--- src/hw/rtl/adsr_envelope_crossfade_assert.svh ---
// ----------------------------------------------------------------------------
// adsr envelope crossfade assertion macros
// concurrent property wrappers shared by the envelope rtl
// ----------------------------------------------------------------------------
`ifndef ADSR_ENVELOPE_CROSSFADE_ASSERT_SVH
`define ADSR_ENVELOPE_CROSSFADE_ASSERT_SVH

// same-cycle implication
`define ADSRXF_ASSERT_SAME(lbl, pre, post, msg) \
  lbl: assert property (@(posedge clk) disable iff (!rst_n) (pre) |-> (post)) \
    else $error(msg);

// next-cycle implication
`define ADSRXF_ASSERT_NEXT(lbl, pre, post, msg) \
  lbl: assert property (@(posedge clk) disable iff (!rst_n) (pre) |=> (post)) \
    else $error(msg);

`endif

--- src/hw/rtl/adsrxf_pkg.sv ---
// ----------------------------------------------------------------------------
// adsrxf_pkg
// widths, command codes and fixed-point constants of the envelope block
// ----------------------------------------------------------------------------
`default_nettype none

package adsrxf_pkg;

  localparam int FRAME_W   = 32;
  localparam int TIME_W    = 24;
  localparam int SAMPLE_W  = 16;
  localparam int FRAC_W    = SAMPLE_W - 1;
  localparam int FADE_W    = 16;
  localparam int CNT_W     = FADE_W + 1;

  typedef logic [1:0] cmd_t;

  localparam cmd_t CMD_TICK      = 2'd0;
  localparam cmd_t CMD_FULL      = 2'd1;
  localparam cmd_t CMD_START_AMP = 2'd2;
  localparam cmd_t CMD_START     = 2'd3;

  localparam logic [SAMPLE_W-1:0] ONE_Q      = SAMPLE_W'(1 << FRAC_W);
  localparam logic [FADE_W-1:0]   FADE_RESET = FADE_W'(100);

  // quotients never exceed one in q1.15, so 17 quotient bits suffice
  localparam int DIV_STEPS = FRAC_W + 2;
  localparam int DIV_CNT_W = $clog2(DIV_STEPS);
  localparam int DVD_W     = TIME_W + FRAC_W + 1;

  localparam int MUL_A_W   = TIME_W + 1;
  localparam int MUL_B_W   = CNT_W + 1;
  localparam int PROD_W    = MUL_A_W + MUL_B_W;
  localparam int ACC_W     = SAMPLE_W + CNT_W + 1;

endpackage

`default_nettype wire

--- src/hw/rtl/adsr_envelope_crossfade.sv ---
// ----------------------------------------------------------------------------
// adsr_envelope_crossfade
// frame-timed adsr envelope with retrigger crossfade, q1.15 floor rounding
//
//   port group   direction  handshake          content
//   in_*         input      in_valid/in_stall   command word with frame and params
//   out_*        output     out_valid/out_stall level, in_envelope, crossfading
//   cfg_*        input      cfg_we              crossfade length
//
// a retrigger word is taken in the idle state and gives no result
// a tick outside the envelope or in sustain skips the divider; attack, decay
// and release each run a 17-step restoring divide on the shared subtractor,
// and a blend runs another one
// the one shared multiplier registers each product
// reset is synchronous and needs no clearing pass
// out_stall holds the finished tick in its final state until the slot frees
// ----------------------------------------------------------------------------
`default_nettype none

`include "adsr_envelope_crossfade_assert.svh"

module adsr_envelope_crossfade (
  input  wire logic                                    clk,
  input  wire logic                                    rst_n,
  input  wire logic                                    in_valid,
  output logic                                         in_stall,
  input  wire adsrxf_pkg::cmd_t                        in_command,
  input  wire logic [adsrxf_pkg::FRAME_W-1:0]          in_frame,
  input  wire logic [adsrxf_pkg::TIME_W-1:0]           in_attack_time,
  input  wire logic [adsrxf_pkg::TIME_W-1:0]           in_decay_time,
  input  wire logic [adsrxf_pkg::SAMPLE_W-1:0]         in_sustain,
  input  wire logic [adsrxf_pkg::TIME_W-1:0]           in_release_time,
  input  wire logic [adsrxf_pkg::FRAME_W-1:0]          in_start_time,
  input  wire logic [adsrxf_pkg::TIME_W-1:0]           in_note_length,
  input  wire logic signed [adsrxf_pkg::SAMPLE_W-1:0]  in_amplitude,
  output logic                                         out_valid,
  input  wire logic                                    out_stall,
  output logic signed [adsrxf_pkg::SAMPLE_W-1:0]       out_level,
  output logic                                         out_in_envelope,
  output logic                                         out_crossfading,
  input  wire logic                                    cfg_we,
  input  wire logic [adsrxf_pkg::FADE_W-1:0]           cfg_wdata
);

  localparam logic [3:0] S_IDLE  = 4'd0;
  localparam logic [3:0] S_PHASE = 4'd1;
  localparam logic [3:0] S_MW    = 4'd2;
  localparam logic [3:0] S_NSUM  = 4'd3;
  localparam logic [3:0] S_DIV   = 4'd4;
  localparam logic [3:0] S_DDONE = 4'd5;
  localparam logic [3:0] S_SCALE = 4'd6;
  localparam logic [3:0] S_SW    = 4'd7;
  localparam logic [3:0] S_VAL   = 4'd8;
  localparam logic [3:0] S_B2    = 4'd9;
  localparam logic [3:0] S_B3    = 4'd10;
  localparam logic [3:0] S_B4    = 4'd11;
  localparam logic [3:0] S_DONE  = 4'd12;

  localparam int FW = adsrxf_pkg::FRAME_W;
  localparam int TW = adsrxf_pkg::TIME_W;
  localparam int SW = adsrxf_pkg::SAMPLE_W;
  localparam int QW = adsrxf_pkg::FRAC_W;
  localparam int LW = adsrxf_pkg::FADE_W;
  localparam int CW = adsrxf_pkg::CNT_W;
  localparam int NS = adsrxf_pkg::DIV_STEPS;
  localparam int DW = adsrxf_pkg::DVD_W;
  localparam int AW = adsrxf_pkg::MUL_A_W;
  localparam int BW = adsrxf_pkg::MUL_B_W;
  localparam int PW = adsrxf_pkg::PROD_W;
  localparam int XW = adsrxf_pkg::ACC_W;

  // control and envelope state
  logic [3:0]              state_r;
  logic [LW-1:0]           cfg_len_r;
  logic [TW-1:0]           att_r, dec_r, rel_r, note_r;
  logic [SW-1:0]           sus_r;
  logic [FW-1:0]           start_r;
  logic signed [SW-1:0]    gain_r;
  logic                    fade_act_r;
  logic [CW-1:0]           fade_cnt_r;
  logic signed [SW-1:0]    fade_from_r;
  logic signed [SW-1:0]    last_r;
  logic                    out_valid_r;

  // datapath
  logic [FW-1:0]           e_r;
  logic                    ge_r;
  logic                    inside_r;
  logic [TW-1:0]           tmp_r;
  logic signed [AW-1:0]    mul_a_r;
  logic signed [BW-1:0]    mul_b_r;
  logic signed [PW-1:0]    prod_r;
  logic signed [XW-1:0]    acc_r;
  logic [TW-1:0]           div_rem_r;
  logic [NS-1:0]           div_dq_r;
  logic [TW-1:0]           div_den_r;
  logic [adsrxf_pkg::DIV_CNT_W-1:0] div_cnt_r;
  logic                    div_blend_r;
  logic                    neg_r;
  logic [SW-1:0]           env_r;
  logic signed [SW-1:0]    val_r;
  logic signed [SW-1:0]    out_level_r;
  logic                    out_in_env_r;
  logic                    out_xfade_r;

  // phase decode
  logic [TW:0]             span_w, ad_w, dec_rest_w, rel_rest_w;
  logic                    e_lt_span, e_lt_att, e_lt_ad, e_lt_note;
  logic [TW-1:0]           dec_k_w;
  logic [DW-1:0]           att_dvd_w, nsum_dvd_w, bl_dvd_w;

  // blend and divider
  logic                    blend_en;
  logic signed [XW-1:0]    num_w;
  logic [XW-1:0]           num_abs_w;
  logic [TW:0]             dstep_t, dstep_sub;
  logic                    dstep_ge;
  logic [NS-1:0]           q_adj_w, q_neg_w;
  logic [CW-1:0]           cnt_lim_w, cnt_cap_w, cnt_adv_w;
  logic signed [PW-1:0]    prod_w;
  logic                    in_acc, out_load;

  assign in_stall        = (state_r != S_IDLE);
  assign in_acc          = in_valid && !in_stall;
  assign out_load        = (state_r == S_DONE) && (!out_valid_r || !out_stall);
  assign out_valid       = out_valid_r;
  assign out_level       = out_level_r;
  assign out_in_envelope = out_in_env_r;
  assign out_crossfading = out_xfade_r;

  assign span_w     = {1'b0, note_r} + {1'b0, rel_r};
  assign ad_w       = {1'b0, att_r} + {1'b0, dec_r};
  assign e_lt_span  = e_r < FW'(span_w);
  assign e_lt_att   = e_r < FW'(att_r);
  assign e_lt_ad    = e_r < FW'(ad_w);
  assign e_lt_note  = e_r < FW'(note_r);
  assign dec_k_w    = e_r[TW-1:0] - att_r;
  assign dec_rest_w = ad_w - e_r[TW:0];
  assign rel_rest_w = span_w - e_r[TW:0];
  assign att_dvd_w  = {1'b0, e_r[TW-1:0], {QW{1'b0}}};
  assign nsum_dvd_w = prod_r[DW-1:0] + {1'b0, tmp_r, {QW{1'b0}}};

  assign prod_w     = mul_a_r * mul_b_r;

  assign cnt_lim_w  = {1'b0, cfg_len_r};
  assign cnt_cap_w  = cnt_lim_w + CW'(1);
  assign cnt_adv_w  = (fade_cnt_r < cnt_cap_w) ? fade_cnt_r + CW'(1) : fade_cnt_r;
  assign blend_en   = fade_act_r && (cfg_len_r != '0) && (fade_cnt_r < cnt_lim_w);

  assign num_w      = acc_r + signed'(prod_r[XW-1:0]);
  assign num_abs_w  = num_w[XW-1] ? XW'(-num_w) : num_w;
  assign bl_dvd_w   = {{(DW-XW){1'b0}}, num_abs_w};

  assign dstep_t    = {div_rem_r, div_dq_r[NS-1]};
  assign dstep_ge   = dstep_t >= {1'b0, div_den_r};
  assign dstep_sub  = dstep_t - {1'b0, div_den_r};
  assign q_adj_w    = div_dq_r + NS'(div_rem_r != '0);
  assign q_neg_w    = NS'(0) - q_adj_w;

  // sequencer and envelope state
  always_ff @(posedge clk) begin
    if (!rst_n) begin
      state_r     <= S_IDLE;
      cfg_len_r   <= adsrxf_pkg::FADE_RESET;
      att_r       <= '0;
      dec_r       <= '0;
      rel_r       <= '0;
      note_r      <= '0;
      sus_r       <= '0;
      start_r     <= '0;
      gain_r      <= '0;
      fade_act_r  <= 1'b0;
      fade_cnt_r  <= '0;
      fade_from_r <= '0;
      last_r      <= '0;
      out_valid_r <= 1'b0;
    end else begin
      if (cfg_we) begin
        cfg_len_r <= cfg_wdata;
      end
      out_valid_r <= out_load || (out_valid_r && out_stall);
      unique case (state_r)
        S_IDLE: begin
          if (in_acc) begin
            if (in_command == adsrxf_pkg::CMD_TICK) begin
              state_r <= S_PHASE;
            end else begin
              fade_act_r  <= 1'b1;
              fade_cnt_r  <= '0;
              fade_from_r <= last_r;
              start_r     <= in_start_time;
              if (in_command != adsrxf_pkg::CMD_START) begin
                gain_r <= in_amplitude;
              end
              if (in_command == adsrxf_pkg::CMD_FULL) begin
                att_r  <= in_attack_time;
                dec_r  <= in_decay_time;
                rel_r  <= in_release_time;
                note_r <= in_note_length;
                sus_r  <= (in_sustain > adsrxf_pkg::ONE_Q) ? adsrxf_pkg::ONE_Q : in_sustain;
              end
            end
          end
        end
        S_PHASE: begin
          if (!(ge_r && e_lt_span) || (!e_lt_att && !e_lt_ad && e_lt_note)) begin
            state_r <= S_SCALE;
          end else if (e_lt_att) begin
            state_r <= S_DIV;
          end else begin
            state_r <= S_MW;
          end
        end
        S_MW:    state_r <= S_NSUM;
        S_NSUM:  state_r <= S_DIV;
        S_DIV: begin
          if (div_cnt_r == adsrxf_pkg::DIV_CNT_W'(NS - 1)) begin
            state_r <= S_DDONE;
          end
        end
        S_DDONE: state_r <= div_blend_r ? S_DONE : S_SCALE;
        S_SCALE: state_r <= S_SW;
        S_SW:    state_r <= S_VAL;
        S_VAL:   state_r <= blend_en ? S_B2 : S_DONE;
        S_B2:    state_r <= S_B3;
        S_B3:    state_r <= S_B4;
        S_B4:    state_r <= S_DIV;
        S_DONE: begin
          if (out_load) begin
            last_r      <= val_r;
            state_r     <= S_IDLE;
            if (fade_act_r) begin
              fade_cnt_r <= cnt_adv_w;
              if (cnt_adv_w > cnt_lim_w) begin
                fade_act_r <= 1'b0;
              end
            end
          end
        end
        default: state_r <= S_IDLE;
      endcase
    end
  end

  // datapath: shared multiplier, shared divider, output word
  always_ff @(posedge clk) begin
    prod_r <= prod_w;
    if (out_load) begin
      out_level_r  <= val_r;
      out_in_env_r <= inside_r;
      out_xfade_r  <= fade_act_r;
    end
    unique case (state_r)
      S_IDLE: begin
        e_r  <= in_frame - start_r;
        ge_r <= in_frame >= start_r;
      end
      S_PHASE: begin
        inside_r    <= ge_r && e_lt_span;
        div_blend_r <= 1'b0;
        mul_b_r     <= {2'b00, sus_r};
        div_cnt_r   <= '0;
        if (!(ge_r && e_lt_span)) begin
          env_r <= '0;
        end else if (e_lt_att) begin
          div_den_r <= att_r;
          div_rem_r <= TW'(att_dvd_w[DW-1:NS]);
          div_dq_r  <= att_dvd_w[NS-1:0];
        end else if (e_lt_ad) begin
          mul_a_r   <= {1'b0, dec_k_w};
          tmp_r     <= dec_rest_w[TW-1:0];
          div_den_r <= dec_r;
        end else if (e_lt_note) begin
          env_r <= sus_r;
        end else begin
          mul_a_r   <= {1'b0, rel_rest_w[TW-1:0]};
          tmp_r     <= '0;
          div_den_r <= rel_r;
        end
      end
      S_NSUM: begin
        div_rem_r <= TW'(nsum_dvd_w[DW-1:NS]);
        div_dq_r  <= nsum_dvd_w[NS-1:0];
        div_cnt_r <= '0;
      end
      S_DIV: begin
        div_rem_r <= dstep_ge ? dstep_sub[TW-1:0] : dstep_t[TW-1:0];
        div_dq_r  <= {div_dq_r[NS-2:0], dstep_ge};
        div_cnt_r <= div_cnt_r + 1'b1;
      end
      S_DDONE: begin
        if (div_blend_r) begin
          val_r <= neg_r ? q_neg_w[SW-1:0] : div_dq_r[SW-1:0];
        end else begin
          env_r <= div_dq_r[SW-1:0];
        end
      end
      S_SCALE: begin
        mul_a_r <= {{(AW-SW){1'b0}}, env_r};
        mul_b_r <= {{(BW-SW){gain_r[SW-1]}}, gain_r};
      end
      S_VAL: begin
        val_r   <= prod_r[QW+SW-1:QW];
        mul_a_r <= {{(AW-SW){prod_r[QW+SW-1]}}, prod_r[QW+SW-1:QW]};
        mul_b_r <= {1'b0, fade_cnt_r};
      end
      S_B2: begin
        mul_a_r <= {{(AW-SW){fade_from_r[SW-1]}}, fade_from_r};
        mul_b_r <= {1'b0, cnt_lim_w - fade_cnt_r};
      end
      S_B3: begin
        acc_r <= signed'(prod_r[XW-1:0]);
      end
      S_B4: begin
        neg_r       <= num_w[XW-1];
        div_blend_r <= 1'b1;
        div_den_r   <= TW'(cfg_len_r);
        div_rem_r   <= TW'(bl_dvd_w[DW-1:NS]);
        div_dq_r    <= bl_dvd_w[NS-1:0];
        div_cnt_r   <= '0;
      end
      default: begin
      end
    endcase
  end

  `ADSRXF_ASSERT_NEXT(a_tick_enters_phase, in_acc && in_command == adsrxf_pkg::CMD_TICK, state_r == S_PHASE, "tick word did not start the sequence")
  `ADSRXF_ASSERT_NEXT(a_retrigger_arms_fade, in_acc && in_command != adsrxf_pkg::CMD_TICK, fade_act_r && fade_cnt_r == '0 && state_r == S_IDLE, "retrigger did not arm the blend")
  `ADSRXF_ASSERT_SAME(a_div_count_bound, state_r == S_DIV, div_cnt_r < adsrxf_pkg::DIV_CNT_W'(NS), "divider ran past its last step")
  `ADSRXF_ASSERT_SAME(a_result_from_done, $rose(out_valid_r), $past(state_r) == S_DONE, "result word raised outside the final state")

endmodule

`default_nettype wire

--- config.mk ---
export PLATFORM = sky130hd
export DESIGN_NAME = adsr_envelope_crossfade
export DESIGN_NICKNAME = d
export VERILOG_FILES = /design/src/hw/rtl/adsrxf_pkg.sv /design/src/hw/rtl/adsr_envelope_crossfade.sv
export VERILOG_INCLUDE_DIRS = /design/src /design/src/hw/rtl
export SDC_FILE = /design/constraint.sdc
export NUM_CORES = 2
export LEC_CHECK = 0
export ABC_CLOCK_PERIOD_IN_PS = 11900
export BUFFER_PORTS_ARGS = -buffer_cell sky130_fd_sc_hd__buf_2
export CAP_MARGIN = 20
export CORE_ASPECT_RATIO = 1.2
export CORE_UTILIZATION = 50
export CTS_BUF_LIST = sky130_fd_sc_hd__clkbuf_8 sky130_fd_sc_hd__clkbuf_16
export CTS_CLUSTER_DIAMETER = 60
export DETAILED_ROUTE_END_ITERATION = 12
export PLACE_DENSITY = 0.77
export SLEW_MARGIN = 15
export SYNTH_ARGS = -nofsm -noshare
export SYNTH_HDL_FRONTEND = slang
export SYNTH_SLANG_ARGS = --single-unit
--- constraint.sdc ---
create_clock -name clk -period 11.9 [get_ports clk]
set_input_delay 1.785 -clock clk [delete_from_list [all_inputs] [get_ports clk]]
set_output_delay 1.785 -clock clk [all_outputs]
set_load 0.02 [all_outputs]
==> out/results.tsv <==
stage	metric	value	unit
outcome	status	completed	
worst_setup_path	cp_data_arrival_time	8130	ps
worst_setup_path	crit_path_start	att_r[1]	
global_route	grt_pass1_vias	43310	
final_layout	drive_gt1_frac	0.07417	
timing	timing.final.crit_period	7809	ps
clocking	root_buffer	clkbuf_16	
clocking	cts-resized-gates	0	
route	routed_wl	155100	µm
synthesis	synth_cell_types	93	
clocking	cts_buffers	61	
timing	slew-limit-headroom	0.2519	
synthesis	yosys-top-cells-area	fa_1 16%, edfxtp_1 15%, ha_1 12%	
global_route	grt_antenna_before_repair	1	
synthesis	synthSimpleGateAreaFrac	0.1660	
synthesis	muxShareOfSynthArea	0.009516	
timing	rsz0062_at_grt	false	
global_route	grt-ovfl-total	0	
route	vias	43310	
timing	slew_viol_final	0	
floorplanning	core-area	103000	µm²
worst_setup_path	rr_worst_depth	25	
timing	finalHoldViolations	0	
route	viasPerCell	5.757	
route	dr.pass1.iters	12	
floorplanning	die_h	355.0	µm
floorplanning	rows	129	
worst_hold_path	hold_class	reg2reg	
route	drc	0	
clocking	clock_latency	690	ps
timing	hold_ws	426.2	ps
final_layout	areaGrowthSynthToFinish	8.979	%
synthesis	yosysMostFrequentCell	nand2_1	
synthesis	synth_top_family_by_area	adder cells	
synthesis	syn-num-nets	7096	
clocking	hold_buffers	0	
global_route	grt_max_degree	93	
route	wl_per_cell	20.62	µm
synthesis	avgSynthCellArea	8.693	µm²
worst_setup_path	ff2ff_setup_slack	4090	ps
synthesis	synth-seq-cells	528	
synthesis	yosysWarnings	0	
clocking	post-cts-setup-buffer-count	0	
run	max-cap-violations	0	
floorplanning	die_area	105200	µm²
timing	fmax	128.1	MHz
synthesis	synth_compound_area_frac	0.1605	
synthesis	netlist_area	51930	µm²
synthesis	synth_fa_ha_area_frac	0.2804	
floorplanning	fp.dieW	296.2	µm
synthesis	synth_top_cell_by_area	fa_1	
worst_setup_path	crit_required	12220	ps
final_layout	final_core_util	0.5496	
placed_design	dp_hpwl	123700	µm
worst_setup_path	worst_setup_path_start_kind	flip-flop	
timing	fin_skew	58.11	ps
synthesis	syn_inst	5974	
final_layout	fin_nets	7218	
timing	max_slew.worst_pin.slew	1122	ps
clocking	clockBufferDepth	3	
final_layout	fillers	9411	
clocking	cts.sinks	528	
worst_setup_path	reg2reg_to	mul_a_r[2]	
final_layout	antennaDiodeCount	0	
timing	finalCritPeriodShare	0.6562	
worst_setup_path	path_class	reg2reg	
synthesis	synth_common_cells	927 x nand2_1, 796 x inv_1, 479 x ha_1	
floorplanning	start_util	0.5043	
global_route	grt_use_total	0.2961	
synthesis	synth_top_area_share	0.1650	
placed_design	routabilityCongestion	0.9746	
global_route	grt_pass1_wl	241200	µm
worst_setup_path	critPathMaxFanout	43	
route	drtIter0Drc	3707	
synthesis	synth-edff-count	257	
timing	finalSetupViolCount	0	
timing	setup_tns	0	ps
worst_setup_path	reg2reg_from	att_r[1]	
worst_setup_path	cp-end-kind	flip-flop	
synthesis	synth_ff_type	dfxtp_1	
placed_design	dpl_cell_area	54430	µm²
floorplanning	io_pins	235	
clocking	htreeDepth	2	
synthesis	synth_xor_area_frac	0.05565	
synthesis	ys_seq_area_frac	0.2531	
clocking	clk_pin_slew	70	ps
synthesis	async_flop_share	0	
clocking	cts_tree	yes	
final_layout	fin_area	56600	µm²
worst_setup_path	cp-endpoint	mul_a_r[2]	
placed_design	portBuffers	234	
route	ant_nets	0	
==> metrics by stage <==
step	std cells	worst slack, ps
after floorplan	5974	4251
after global placement	7407	4392
after detailed placement	7407	4207
after CTS	7522	4119
after global routing	7523	3581
final	7523	4091
==> layout by cell type (no fill, tap or decap), types with 95 or more instances in the layout <==
cell type / instances
inv_1: 803
edfxtp_1: 257
buf_2: 233
nand2_1: 927
fa_1: 428
a21o_1: 112
dfxtp_1: 271
xor2_1: 95
ha_1: 479
o21ai_0: 263
xnor2_1: 234
a21boi_0: 199
and2_1: 166
nor2_1: 261
a21oi_1: 275
==> worst min-delay path by stage <==
stage,from,endpoint,cells after the start
after floorplan,inside_r,out_in_envelope,0
after global placement,inside_r,out_in_envelope,0
after detailed placement,inside_r,out_in_envelope,0
after CTS,inside_r,out_in_envelope,0
after global routing,inside_r,out_in_envelope,0
final,inside_r,out_in_envelope,0
==> metal layers <==
metal	track usage	vias to the layer above	wire length, µm
li1	-	20240	-
met1	0.3632	20870	60190
met2	0.5006	1803	74000
met3	0.03778	401	10640
met4	0.1666	0	10280
met5	0	-	0
==> layout make-up <==
class,instances,area (µm²),area share
clock buffers,64,1602,0.02830
clock inverters,51,546.8,0.009661
inverters,797,2992,0.05286
multi-input cells,4416,34970,0.6179
flip-flops and latches,528,13140,0.2322
well taps,1375,1720,0.03040
repair buffers,292,1620,0.02863
==> worst max-delay path: stages (launching register included) <==
cell       delay [ps]
dfxtp_1           440
ha_1              270
a21o_1            150
a21oi_1           230
o21ai_1           120
a2111oi_0         650
o31ai_1           240
or4b_1            530
and3_1            200
o21a_1            200
o21a_1            200
o41ai_1           400
o21ba_2           220
xnor2_1           140
ha_1              330
and3_1            210
nand3_1           100
nor3_1             70
a211oi_1          210
o211a_1           250
o21a_2            910
o31ai_1           320
nor3_2            160
buf_4             350
nand2b_1          150
buf_4             350
==> registers in the layout, indices dropped and copies added (netlist names), 25 cells and up <==
name     count
prod_r      40
acc_r       34
e_r         32
start_r     32
mul_a_r     25
==> kinds of logic (layout without fill, tap and decap cells) <==
kind of cell	count (synthesis)	in the layout
adders and majority gates	907	907
xor gates and xnor gates	330	330
AOI/OAI and AO/OA	1263	1263
DFF	528	528
muxes	49	49
buffers and inverters	1030	1204
and+or+nand+nor	1867	1867
Power is left out: the tool's default activity adds up to more than one toggle a clock period on the data nets, which glitch-free logic cannot reach.
